<file path="config.mk">
export PLATFORM = sky130hd
export DESIGN_NAME = stream_silence_detector
export DESIGN_NICKNAME = d
export VERILOG_FILES = /design/src/rtl/ssd_pkg.sv /design/src/rtl/ssd_in_reg.sv /design/src/rtl/ssd_engine.sv /design/src/rtl/ssd_out_reg.sv /design/src/rtl/stream_silence_detector.sv
export SDC_FILE = /design/constraint.sdc
export NUM_CORES = 1
export LEC_CHECK = 0
export BUFFER_PORTS_ARGS = -buffer_cell sky130_fd_sc_hd__buf_4
export CORE_ASPECT_RATIO = 0.8
export CORE_MARGIN = 2
export CORE_UTILIZATION = 25
export DETAILED_ROUTE_END_ITERATION = 16
export PLACE_DENSITY_LB_ADDON = 0.08
export SYNTH_ARGS = -nofsm -noshare
export SYNTH_HDL_FRONTEND = slang
export SYNTH_SLANG_ARGS = --single-unit
</file>
<file path="constraint.sdc">
create_clock -name clk -period 7.2 [get_ports clk]
set_input_delay 1.8 -clock clk [delete_from_list [all_inputs] [get_ports clk]]
set_output_delay 1.8 -clock clk [all_outputs]
set_load 0.01 [all_outputs]
</file>
<file path="src/rtl/ssd_pkg.sv">
// Shared types, widths and codes for the stream silence detector.
// No dependencies; every other file in rtl/ imports this package.
package ssd_pkg;

  // Default size of the silence window (frames)
  localparam int WINDOW_BITS_DEF = 64;

  // Field widths
  localparam int OP_W       = 2;
  localparam int ALT_W      = 8;
  localparam int TICK_W     = 32;
  localparam int CMD_W      = 2;
  localparam int FRAMES_W   = 7;
  localparam int THRESH_W   = 7;
  localparam int HOLD_W     = 32;
  localparam int CFG_IDX_W  = 2;
  localparam int CFG_DATA_W = 32;

  // Configuration reset values
  localparam logic [THRESH_W-1:0] THRESH_RESET = THRESH_W'(8);
  localparam logic [HOLD_W-1:0]   HOLD_RESET   = HOLD_W'(100);

  // Configuration register indexes
  localparam logic [CFG_IDX_W-1:0] REG_THRESHOLD = CFG_IDX_W'(0);
  localparam logic [CFG_IDX_W-1:0] REG_HOLD      = CFG_IDX_W'(1);

  // Event kinds
  typedef enum logic [OP_W-1:0] {
    OP_FRAME  = 2'd0,
    OP_PACKET = 2'd1,
    OP_ALT    = 2'd2,
    OP_NONE   = 2'd3
  } op_t;

  // Codec commands
  typedef enum logic [CMD_W-1:0] {
    CMD_NONE  = 2'd0,
    CMD_STOP  = 2'd1,
    CMD_START = 2'd2
  } cmd_t;

  // One input beat
  typedef struct packed {
    op_t               op;
    logic [ALT_W-1:0]  alt_value;
    logic [TICK_W-1:0] now_tick;
  } event_t;

  // One result beat
  typedef struct packed {
    cmd_t                codec_cmd;
    logic [FRAMES_W-1:0] silent_frames;
    logic                codec_on;
  } result_t;

  // Configuration write strobe
  typedef struct packed {
    logic                  wr;
    logic [CFG_IDX_W-1:0]  index;
    logic [CFG_DATA_W-1:0] data;
  } cfg_wr_t;

endpackage

</file>
<file path="src/rtl/ssd_in_reg.sv">
// Input register stage: captures one event beat and holds it until the
// engine consumes it. Depends on ssd_pkg.
module ssd_in_reg
  import ssd_pkg::*;
(
  input  logic   clk,
  input  logic   rst,
  input  logic   in_valid,
  output logic   in_stall,
  input  event_t in_event,
  input  logic   advance,
  output logic   ev_valid,
  output event_t ev
);

  // Stall only when a held beat cannot move on this cycle
  assign in_stall = ev_valid && !advance;

  // Valid flag
  always_ff @(posedge clk) begin
    if (rst) begin
      ev_valid <= 1'b0;
    end else if (!in_stall) begin
      ev_valid <= in_valid;
    end
  end

  // Payload, no reset
  always_ff @(posedge clk) begin
    if (in_valid && !in_stall) begin
      ev <= in_event;
    end
  end

endmodule

</file>
<file path="src/rtl/ssd_engine.sv">
// Silence detection engine: config registers, detector state and the
// combinational next-state / command logic. Depends on ssd_pkg.
module ssd_engine
  import ssd_pkg::*;
#(
  parameter int WINDOW_BITS = WINDOW_BITS_DEF
) (
  input  logic    clk,
  input  logic    rst,
  input  cfg_wr_t cfg,
  input  logic    fire,
  input  event_t  ev,
  output result_t res
);

  localparam int CNT_W = $clog2(WINDOW_BITS + 1);

  // Configuration
  logic [THRESH_W-1:0] silence_threshold;
  logic [HOLD_W-1:0]   hold_time;

  // Detector state; count tracks the ones in window
  logic [WINDOW_BITS-1:0] window, window_next;
  logic [CNT_W-1:0]       count, count_next;
  logic                   no_write, no_write_next;
  logic [TICK_W-1:0]      stamp, stamp_next;
  logic [ALT_W-1:0]       stream_alt, stream_alt_next;
  logic                   running, running_next;
  cmd_t                   cmd;
  logic [TICK_W-1:0]      elapsed;

  // Config writes; unknown indexes are dropped
  always_ff @(posedge clk) begin
    if (rst) begin
      silence_threshold <= THRESH_RESET;
      hold_time         <= HOLD_RESET;
    end else if (cfg.wr) begin
      if (cfg.index == REG_THRESHOLD) begin
        silence_threshold <= cfg.data[THRESH_W-1:0];
      end else if (cfg.index == REG_HOLD) begin
        hold_time <= cfg.data[HOLD_W-1:0];
      end
    end
  end

  // Next state and command for the beat at the head of the pipe
  always_comb begin
    window_next     = window;
    count_next      = count;
    no_write_next   = no_write;
    stamp_next      = stamp;
    stream_alt_next = stream_alt;
    running_next    = running;
    cmd             = CMD_NONE;
    elapsed         = '0;
    unique case (ev.op)
      OP_FRAME: begin
        if (stream_alt != '0) begin
          // shift in last frame's silence bit, keep count in step
          window_next   = {window[WINDOW_BITS-2:0], no_write};
          count_next    = count + CNT_W'(no_write) - CNT_W'(window[WINDOW_BITS-1]);
          no_write_next = 1'b1;
          if (FRAMES_W'(count_next) >= silence_threshold) begin
            if (running) begin
              running_next = 1'b0;
              cmd          = CMD_STOP;
            end
            stamp_next = ev.now_tick;
          end
          elapsed = ev.now_tick - stamp_next;
          if (!running_next && count_next == '0 && elapsed > hold_time) begin
            running_next = 1'b1;
            cmd          = CMD_START;
          end
        end
      end
      OP_PACKET: begin
        no_write_next = 1'b0;
      end
      OP_ALT: begin
        stream_alt_next = ev.alt_value;
        if (ev.alt_value == '0) begin
          running_next = 1'b0;
          cmd          = CMD_STOP;
        end else begin
          running_next  = 1'b1;
          cmd           = CMD_START;
          no_write_next = 1'b0;
          window_next   = '0;
          count_next    = '0;
        end
      end
      OP_NONE: begin
      end
      default: begin
      end
    endcase
  end

  // State update on each consumed beat
  always_ff @(posedge clk) begin
    if (rst) begin
      window     <= '0;
      count      <= '0;
      no_write   <= 1'b0;
      stamp      <= '0;
      stream_alt <= '0;
      running    <= 1'b0;
    end else if (fire) begin
      window     <= window_next;
      count      <= count_next;
      no_write   <= no_write_next;
      stamp      <= stamp_next;
      stream_alt <= stream_alt_next;
      running    <= running_next;
    end
  end

  // Result reflects state after the event
  assign res.codec_cmd     = cmd;
  assign res.silent_frames = FRAMES_W'(count_next);
  assign res.codec_on      = running_next;

endmodule

</file>
<file path="src/rtl/ssd_out_reg.sv">
// Result register: holds one result beat until the sink takes it.
// Depends on ssd_pkg.
module ssd_out_reg
  import ssd_pkg::*;
(
  input  logic    clk,
  input  logic    rst,
  input  logic    load,
  input  result_t res_in,
  input  logic    out_stall,
  output logic    out_valid,
  output logic    advance,
  output result_t res_out
);

  // Room for a new beat when empty or the held one leaves now
  assign advance = !out_valid || !out_stall;

  always_ff @(posedge clk) begin
    if (rst) begin
      out_valid <= 1'b0;
    end else if (advance) begin
      out_valid <= load;
    end
  end

  always_ff @(posedge clk) begin
    if (load && advance) begin
      res_out <= res_in;
    end
  end

endmodule

</file>
<file path="src/rtl/stream_silence_detector.sv">
// Stream silence detector top level: input register, engine, result register.
// A beat goes from the input register through the engine into the result register.
// Throughput: one event per cycle (state update loop) while out_stall is low.
// Reset (synchronous, rst high): window, stamp, alt setting cleared, codec off,
// threshold 8, hold time 100; config port always ready. Depends on ssd_pkg.
module stream_silence_detector
  import ssd_pkg::*;
#(
  parameter int WINDOW_BITS = WINDOW_BITS_DEF
) (
  input  logic                  clk,
  input  logic                  rst,
  // event stream
  input  logic                  in_valid,
  output logic                  in_stall,
  input  logic [OP_W-1:0]       op,
  input  logic [ALT_W-1:0]      alt_value,
  input  logic [TICK_W-1:0]     now_tick,
  // result stream
  output logic                  out_valid,
  input  logic                  out_stall,
  output logic [CMD_W-1:0]      codec_cmd,
  output logic [FRAMES_W-1:0]   silent_frames,
  output logic                  codec_on,
  // configuration writes
  input  logic                  cfg_valid,
  output logic                  cfg_ready,
  input  logic [CFG_IDX_W-1:0]  cfg_index,
  input  logic [CFG_DATA_W-1:0] cfg_data
);

  event_t  in_event, ev;
  logic    ev_valid, advance, fire;
  result_t res, res_q;
  cfg_wr_t cfg;

  assign in_event.op        = op_t'(op);
  assign in_event.alt_value = alt_value;
  assign in_event.now_tick  = now_tick;

  assign cfg_ready = 1'b1;
  assign cfg.wr    = cfg_valid && cfg_ready;
  assign cfg.index = cfg_index;
  assign cfg.data  = cfg_data;

  // Head beat is processed when the result register has room
  assign fire = ev_valid && advance;

  ssd_in_reg u_in (
    .clk      (clk),
    .rst      (rst),
    .in_valid (in_valid),
    .in_stall (in_stall),
    .in_event (in_event),
    .advance  (advance),
    .ev_valid (ev_valid),
    .ev       (ev)
  );

  ssd_engine #(.WINDOW_BITS(WINDOW_BITS)) u_engine (
    .clk  (clk),
    .rst  (rst),
    .cfg  (cfg),
    .fire (fire),
    .ev   (ev),
    .res  (res)
  );

  ssd_out_reg u_out (
    .clk       (clk),
    .rst       (rst),
    .load      (ev_valid),
    .res_in    (res),
    .out_stall (out_stall),
    .out_valid (out_valid),
    .advance   (advance),
    .res_out   (res_q)
  );

  assign codec_cmd     = res_q.codec_cmd;
  assign silent_frames = res_q.silent_frames;
  assign codec_on      = res_q.codec_on;

endmodule

</file>
# Yosys cells after proc, flatten, opt, wreduce, memory -nomap -nowiden
# Index checks and enable logic that the tools add are counted.
dict set report word_totals {
  ff_bits 206
}
dict set report op_classes {
  n_reduce_logical 24
  n_addsub 3
  order_cmp 2
  n_mux 25
  n_eq_ne 5
  bitwise 1
}
# cell n
set op_table {}
lappend op_table {{$mux 64} 2}
lappend op_table {{$pmux 64 s2} 1}
lappend op_table {{$mux 32} 3}
lappend op_table {{$gt 32x32->1} 1}
lappend op_table {{$sub 32x32->32} 1}
lappend op_table {{$mux 7} 2}
lappend op_table {{$pmux 7 s2} 1}
lappend op_table {{$mux 1} 9}
lappend op_table {{$logic_not 8->1} 1}
lappend op_table {{$mux 2} 4}
lappend op_table {{$reduce_and 4->1} 2}
lappend op_table {{$reduce_bool 8->1} 1}
lappend op_table {{$add 7x1->7} 1}
lappend op_table {{$ge 7x7->1} 1}
lappend op_table {{$logic_not 7->1} 1}
lappend op_table {{$sub 7x1->7} 1}
lappend op_table {{$reduce_and 3->1} 2}
lappend op_table {{$logic_and 1x1->1} 5}
lappend op_table {{$logic_not 1->1} 5}
lappend op_table {{$eq 2x1->1 const B} 2}
lappend op_table {{$logic_not 2->1} 2}
lappend op_table {{$pmux 2 s2} 1}
lappend op_table {{$reduce_and 2->1} 2}
lappend op_table {{$pmux 1 s3} 1}
lappend op_table {{other kinds (8)} 8}

# Depth between registers and ports, before layout
dict set report depth {
  depth_word 12
  mapped_depth 37
  mapped_depth_nobuf 37
}

# By module
# From an unflattened synthesis, not the netlist that was laid out.
dict set report hier_totals {
  hier_cells 1164
  hier_area_um2 10566.4
}
# module cells_each seq_area_each_um2 instances area_per_inst_um2
set modules_own_cells {}
lappend modules_own_cells {ssd_engine 1100 3042.9 1 8898.5}
lappend modules_own_cells {ssd_in_reg 46 1281.2 1 1311.3}
lappend modules_own_cells {ssd_out_reg 15 320.3 1 339.1}
lappend modules_own_cells {stream_silence_detector 3 0.0 1 17.5}

# Least setup slack after synthesis
# OpenSTA, ideal clock, no wires.
dict set report synth_path {
  path_type {reg2reg}
  start {register u_engine.count[0]}
  end {register u_out.res_out[0] in the netlist's numbering (data pin)}
  path_stages_with_launch 37
  t_required_ns 6.937
  path_slack_ns -0.054
  t_arrival_ns 6.991
  cell_sequence {dfxtp_1 -> inv_1 -> ha_1 -> inv_1 -> ha_1 -> inv_1 -> fa_1 -> nor2b_1 -> o21ai_1 -> a21boi_1 -> o21ai_0 -> a2bb2oi_1 -> ha_1 -> nand4_1 -> nor2_1 -> a211o_1 -> buf_6 -> buf_2 -> mux2i_1 -> ha_1 -> a21o_1 -> or3_4 -> o21ai_4 -> o221ai_4 -> a211oi_2 -> o211ai_1 -> a21boi_1 -> xnor2_1 -> ha_1 -> a21o_1 -> a21o_1 -> a211oi_1 -> o21ai_0 -> o32a_1 -> a221o_1 -> a32oi_2 -> nand2_1}
}
# item line_no
set synth_lines {}
lappend synth_lines {{start: declaration} ssd_engine.sv:24} ;# logic [CNT_W-1:0] count, count_next;
lappend synth_lines {{start signal: assignment} ssd_engine.sv:111} ;# count <= count_next;
lappend synth_lines {{end signal: assignment} ssd_out_reg.sv:29} ;# res_out <= res_in;
lappend synth_lines {{end: declaration} ssd_out_reg.sv:13} ;# output result_t res_out

==> metrics.md <==
| Metric | Value |
|---|---|
| RSZ-0062 raised after global routing | `yes` |
| Max-slew headroom | `28.1%` |
| Number of I/O pins | `94` |
| Syn Inst Count | `1,202` |
| Vias per std cell | `4.56` |
| Port Buffers | `92` |
| Non-filler instance count after layout | `1,977` |
| CP Capture Type | `register` |
| Clock Skew | `15.5 ps` |
| EDFF count, synth | `52` |
| Post-synthesis net count | `1,365` |
| Detailed Place HPWL | `21.5 mm` |
| Vias | `9,010` |
| Total chip power | `0.00315 W` |
| Placed Area | `13,000 µm²` |
| Die height | `190 µm` |
| Initial antenna violation count | `0` |
| Final nets | `1,561` |
| Root Buffer | `clkbuf_16` |
| N_diodes | `0` |
| Uppermost layer routed | `met4` |
| H-tree lvl count | `1` |
| Clock Tree Buf Depth | `3` |
| Commonest non-fill, non-tap cell in the layout | `buf_4` |
| Final Cycle Share | `102%` |
| Cell mode on critical path | `inv_2` |
| Gr usage total | `13.5%` |
| Arrival @ worst endpoint | `7650 ps` |
| Yosys reg bits | `206` |
| Rows | `68` |
| Worst path slowest cell | `a221o_1` |
| Post-Place Worst Slack | `-372 ps` |
| Met3 WL | `960 µm` |
| Post-synth ARST share | `0%` |
| Worst setup SP type | `register` |
| Most frequent cells in the layout | `buf_4, nor2_1, dfxtp_1` |
| Global-route wire length before repair | `48.7 mm` |
| CTS tree | `built` |
| Area growth syn-to-layout | `31.0%` |
| Clk pin slew, worst setup/hold paths | `60 ps` |
| Worst-skew pair later-pin latency | `550 ps` |
| Total clock sinks | `206` |
| Post-Route WL | `30.4 mm` |
| Fin. Hold Viols | `0` |
| Final instance area | `14,200 µm²` |
| Unique masters post-synth | `77` |
| Placed Cells | `1,921` |
| Pin count of the biggest net entering global routing | `87` |
| P per Cell Area | `221 nW/µm²` |
| Hold bufs inserted after CTS | `0` |
| Met2 wire len | `12.1 mm` |
| Layout cell share with drive strength beyond 1 | `24.5%` |
| Gpl congestion | `0.769` |
| Drt initial violations | `479` |
| Status | `complete, but fails checks` |
| Failing checks | `negative setup slack` |
| Total CTS buffers | `25` |
| # setup viols final | `4` |
| Initial core utilization | `25.3%` |
| Sequential-to-total area share from yosys stat | `42.8%` |
| Die width | `237 µm` |
| Max-cap violation count | `0` |
| Drt drc | `0` |
| ANT nets after route | `0` |
| Slew Limit Fails | `0` |
| Max FO, Critical Path | `6` |
| Post-route setup TNS | `-285 ps` |
| Syn_area_per_cell | `9.03 µm²` |
| Number of global-route vias before repair | `8,880` |
| Fin crit period | `7340 ps` |
| Routed length per placed instance | `15.4 µm` |
| Critical Path Max Stage Delay | `390 ps` |
| Worst hold path class | `register to register` |
| Worst Setup Slack, final | `-142 ps` |
| Die area | `45,100 µm²` |
| M1 WL | `16.7 mm` |
| Worst vdd ir | `0.000150 V` |
| Area of the mapped netlist | `10,900 µm²` |
| WP data required | `7510 ps` |
| Synth Flop Type | `dfxtp_1` |
| Worst Tran Pin Value | `1080 ps` |
| WS Path Type | `register to register` |
| GRT overflow | `0` |
| FMAX | `136 MHz` |
| First-pass iteration count of the detailed router | `5` |
| Core box area | `43,000 µm²` |
| Yosys warning total | `0` |
| Leak | `5.40 nW` |
==> flip-flops by register name (all words and copies together) (netlist names) <==
signal                      count
u_engine.window                64
u_in.ev                        42
u_engine.hold_time             32
u_engine.stamp                 32
u_out.res_out                  10
u_engine.stream_alt             8
u_engine.count                  7
u_engine.silence_threshold      7
u_engine.no_write               1
u_engine.running                1
u_in.ev_valid                   1
u_out.out_valid                 1
==> worst max-delay path, delay by kind of cell (launching register included) <==
family,cells,cell delay [ps]
flops,1,330
mux,1,230
simple gates,4,630
fa+ha+maj,6,1580
xor+xnor,1,80
buf+inv,7,610
compound gates,17,3650
==> per-layer routing <==
layer | vias to the layer above | track usage (%)
met5 | - | 0
met2 | 114 | 19.5
met3 | 39 | 2.24
met4 | 0 | 3.29
met1 | 4201 | 20.7
li1 | 4656 | -
==> stage by stage <==
step	utilization, %	hold slack, ps
6_report	33.1	454
4_1_cts	32.8	455
3_3_place_gp	30.3	445
5_1_grt	33.1	469
2_1_floorplan	-	436
3_5_place_dp	30.3	447
==> synth_stat cells, types with 4 or more instances <==
| cell | instances | area share (%) |
|---|---|---|
| nand4_1 | 10 | 0.58 |
| a21oi_1 | 146 | 6.7 |
| ha_1 | 80 | 9.2 |
| o211ai_1 | 6 | 0.41 |
| and3_1 | 4 | 0.23 |
| buf_2 | 19 | 0.88 |
| o21bai_1 | 5 | 0.35 |
| edfxtp_1 | 52 | 14 |
| nor4_1 | 5 | 0.29 |
| dfxtp_1 | 154 | 28 |
| nor2_1 | 160 | 5.5 |
| nor3_1 | 7 | 0.32 |
| inv_1 | 74 | 2.6 |
| nand2_1 | 93 | 3.2 |
| xor2_1 | 4 | 0.32 |
| nor3b_1 | 67 | 4.6 |
| a21o_1 | 22 | 1.5 |
| a22o_1 | 7 | 0.56 |
| xnor2_1 | 23 | 1.9 |
| a211o_1 | 6 | 0.48 |
| clkbuf_1 | 48 | 1.7 |
| o21ai_0 | 21 | 0.97 |
| nand2b_1 | 10 | 0.58 |
| a22oi_1 | 6 | 0.41 |
| mux2i_1 | 35 | 3.2 |
| nor2b_1 | 4 | 0.23 |
| nand3_1 | 19 | 0.88 |
| nand3b_1 | 4 | 0.28 |
| a211oi_1 | 39 | 2.7 |
==> cells by family after synthesis <==
kind of cell             Yosys count  share of synthesized area [%]
adder cells (fa/ha/maj)           82                           9.59
AO/OA/AOI/OAI                    305                           18.7
multiplexers                      35                           3.23
XOR/XNOR                          27                           2.18
other                              1                         0.0345
AND/OR/NAND/NOR                  402                           18.2
flip-flops                       206                           42.8
buffers and inverters            144                           5.30
==> area by class of cell <==
| cell class | instances | area (µm²) |
|---|---|---|
| tap | 560 | 701 |
| fill | 4478 | 28700 |
| timing repair buffer | 239 | 1810 |
| clock inverter | 10 | 181 |
| inverter | 74 | 278 |
| sequential | 206 | 4650 |
| clock buffer | 36 | 698 |
| multi-input combinational | 852 | 5910 |
==> what timing repair did <==
| item | 4_1_cts | 5_1_grt |
|---|---|---|
| setup buffers | 7 | 3 |
| gates resized for setup | 32 | 29 |
| pin swaps | 42 | 39 |
| endpoints found under the setup margin | 4 | 4 |
==> where the power goes <==
group | switching, W | internal, W | total (W)
clock network | 0.000508 | 0.000853 | 0.00136
registers | 0.0000195 | 0.00122 | 0.00124
logic | 0.000286 | 0.000261 | 0.000546
==> worst paths after layout <==
kind / slack [ps] / start / cells after the start / endpoint
hold / removal: 450 / u_engine.hold_time[24] / 2 / u_engine.hold_time[24]
setup reg to reg: -140 / u_engine.count[0] / 36 / u_out.res_out[9]
setup / recovery: -140 / u_engine.count[0] / 36 / u_out.res_out[9]
hold reg to reg: 450 / u_engine.hold_time[24] / 2 / u_engine.hold_time[24]
(Power assumes the default switching activity.)
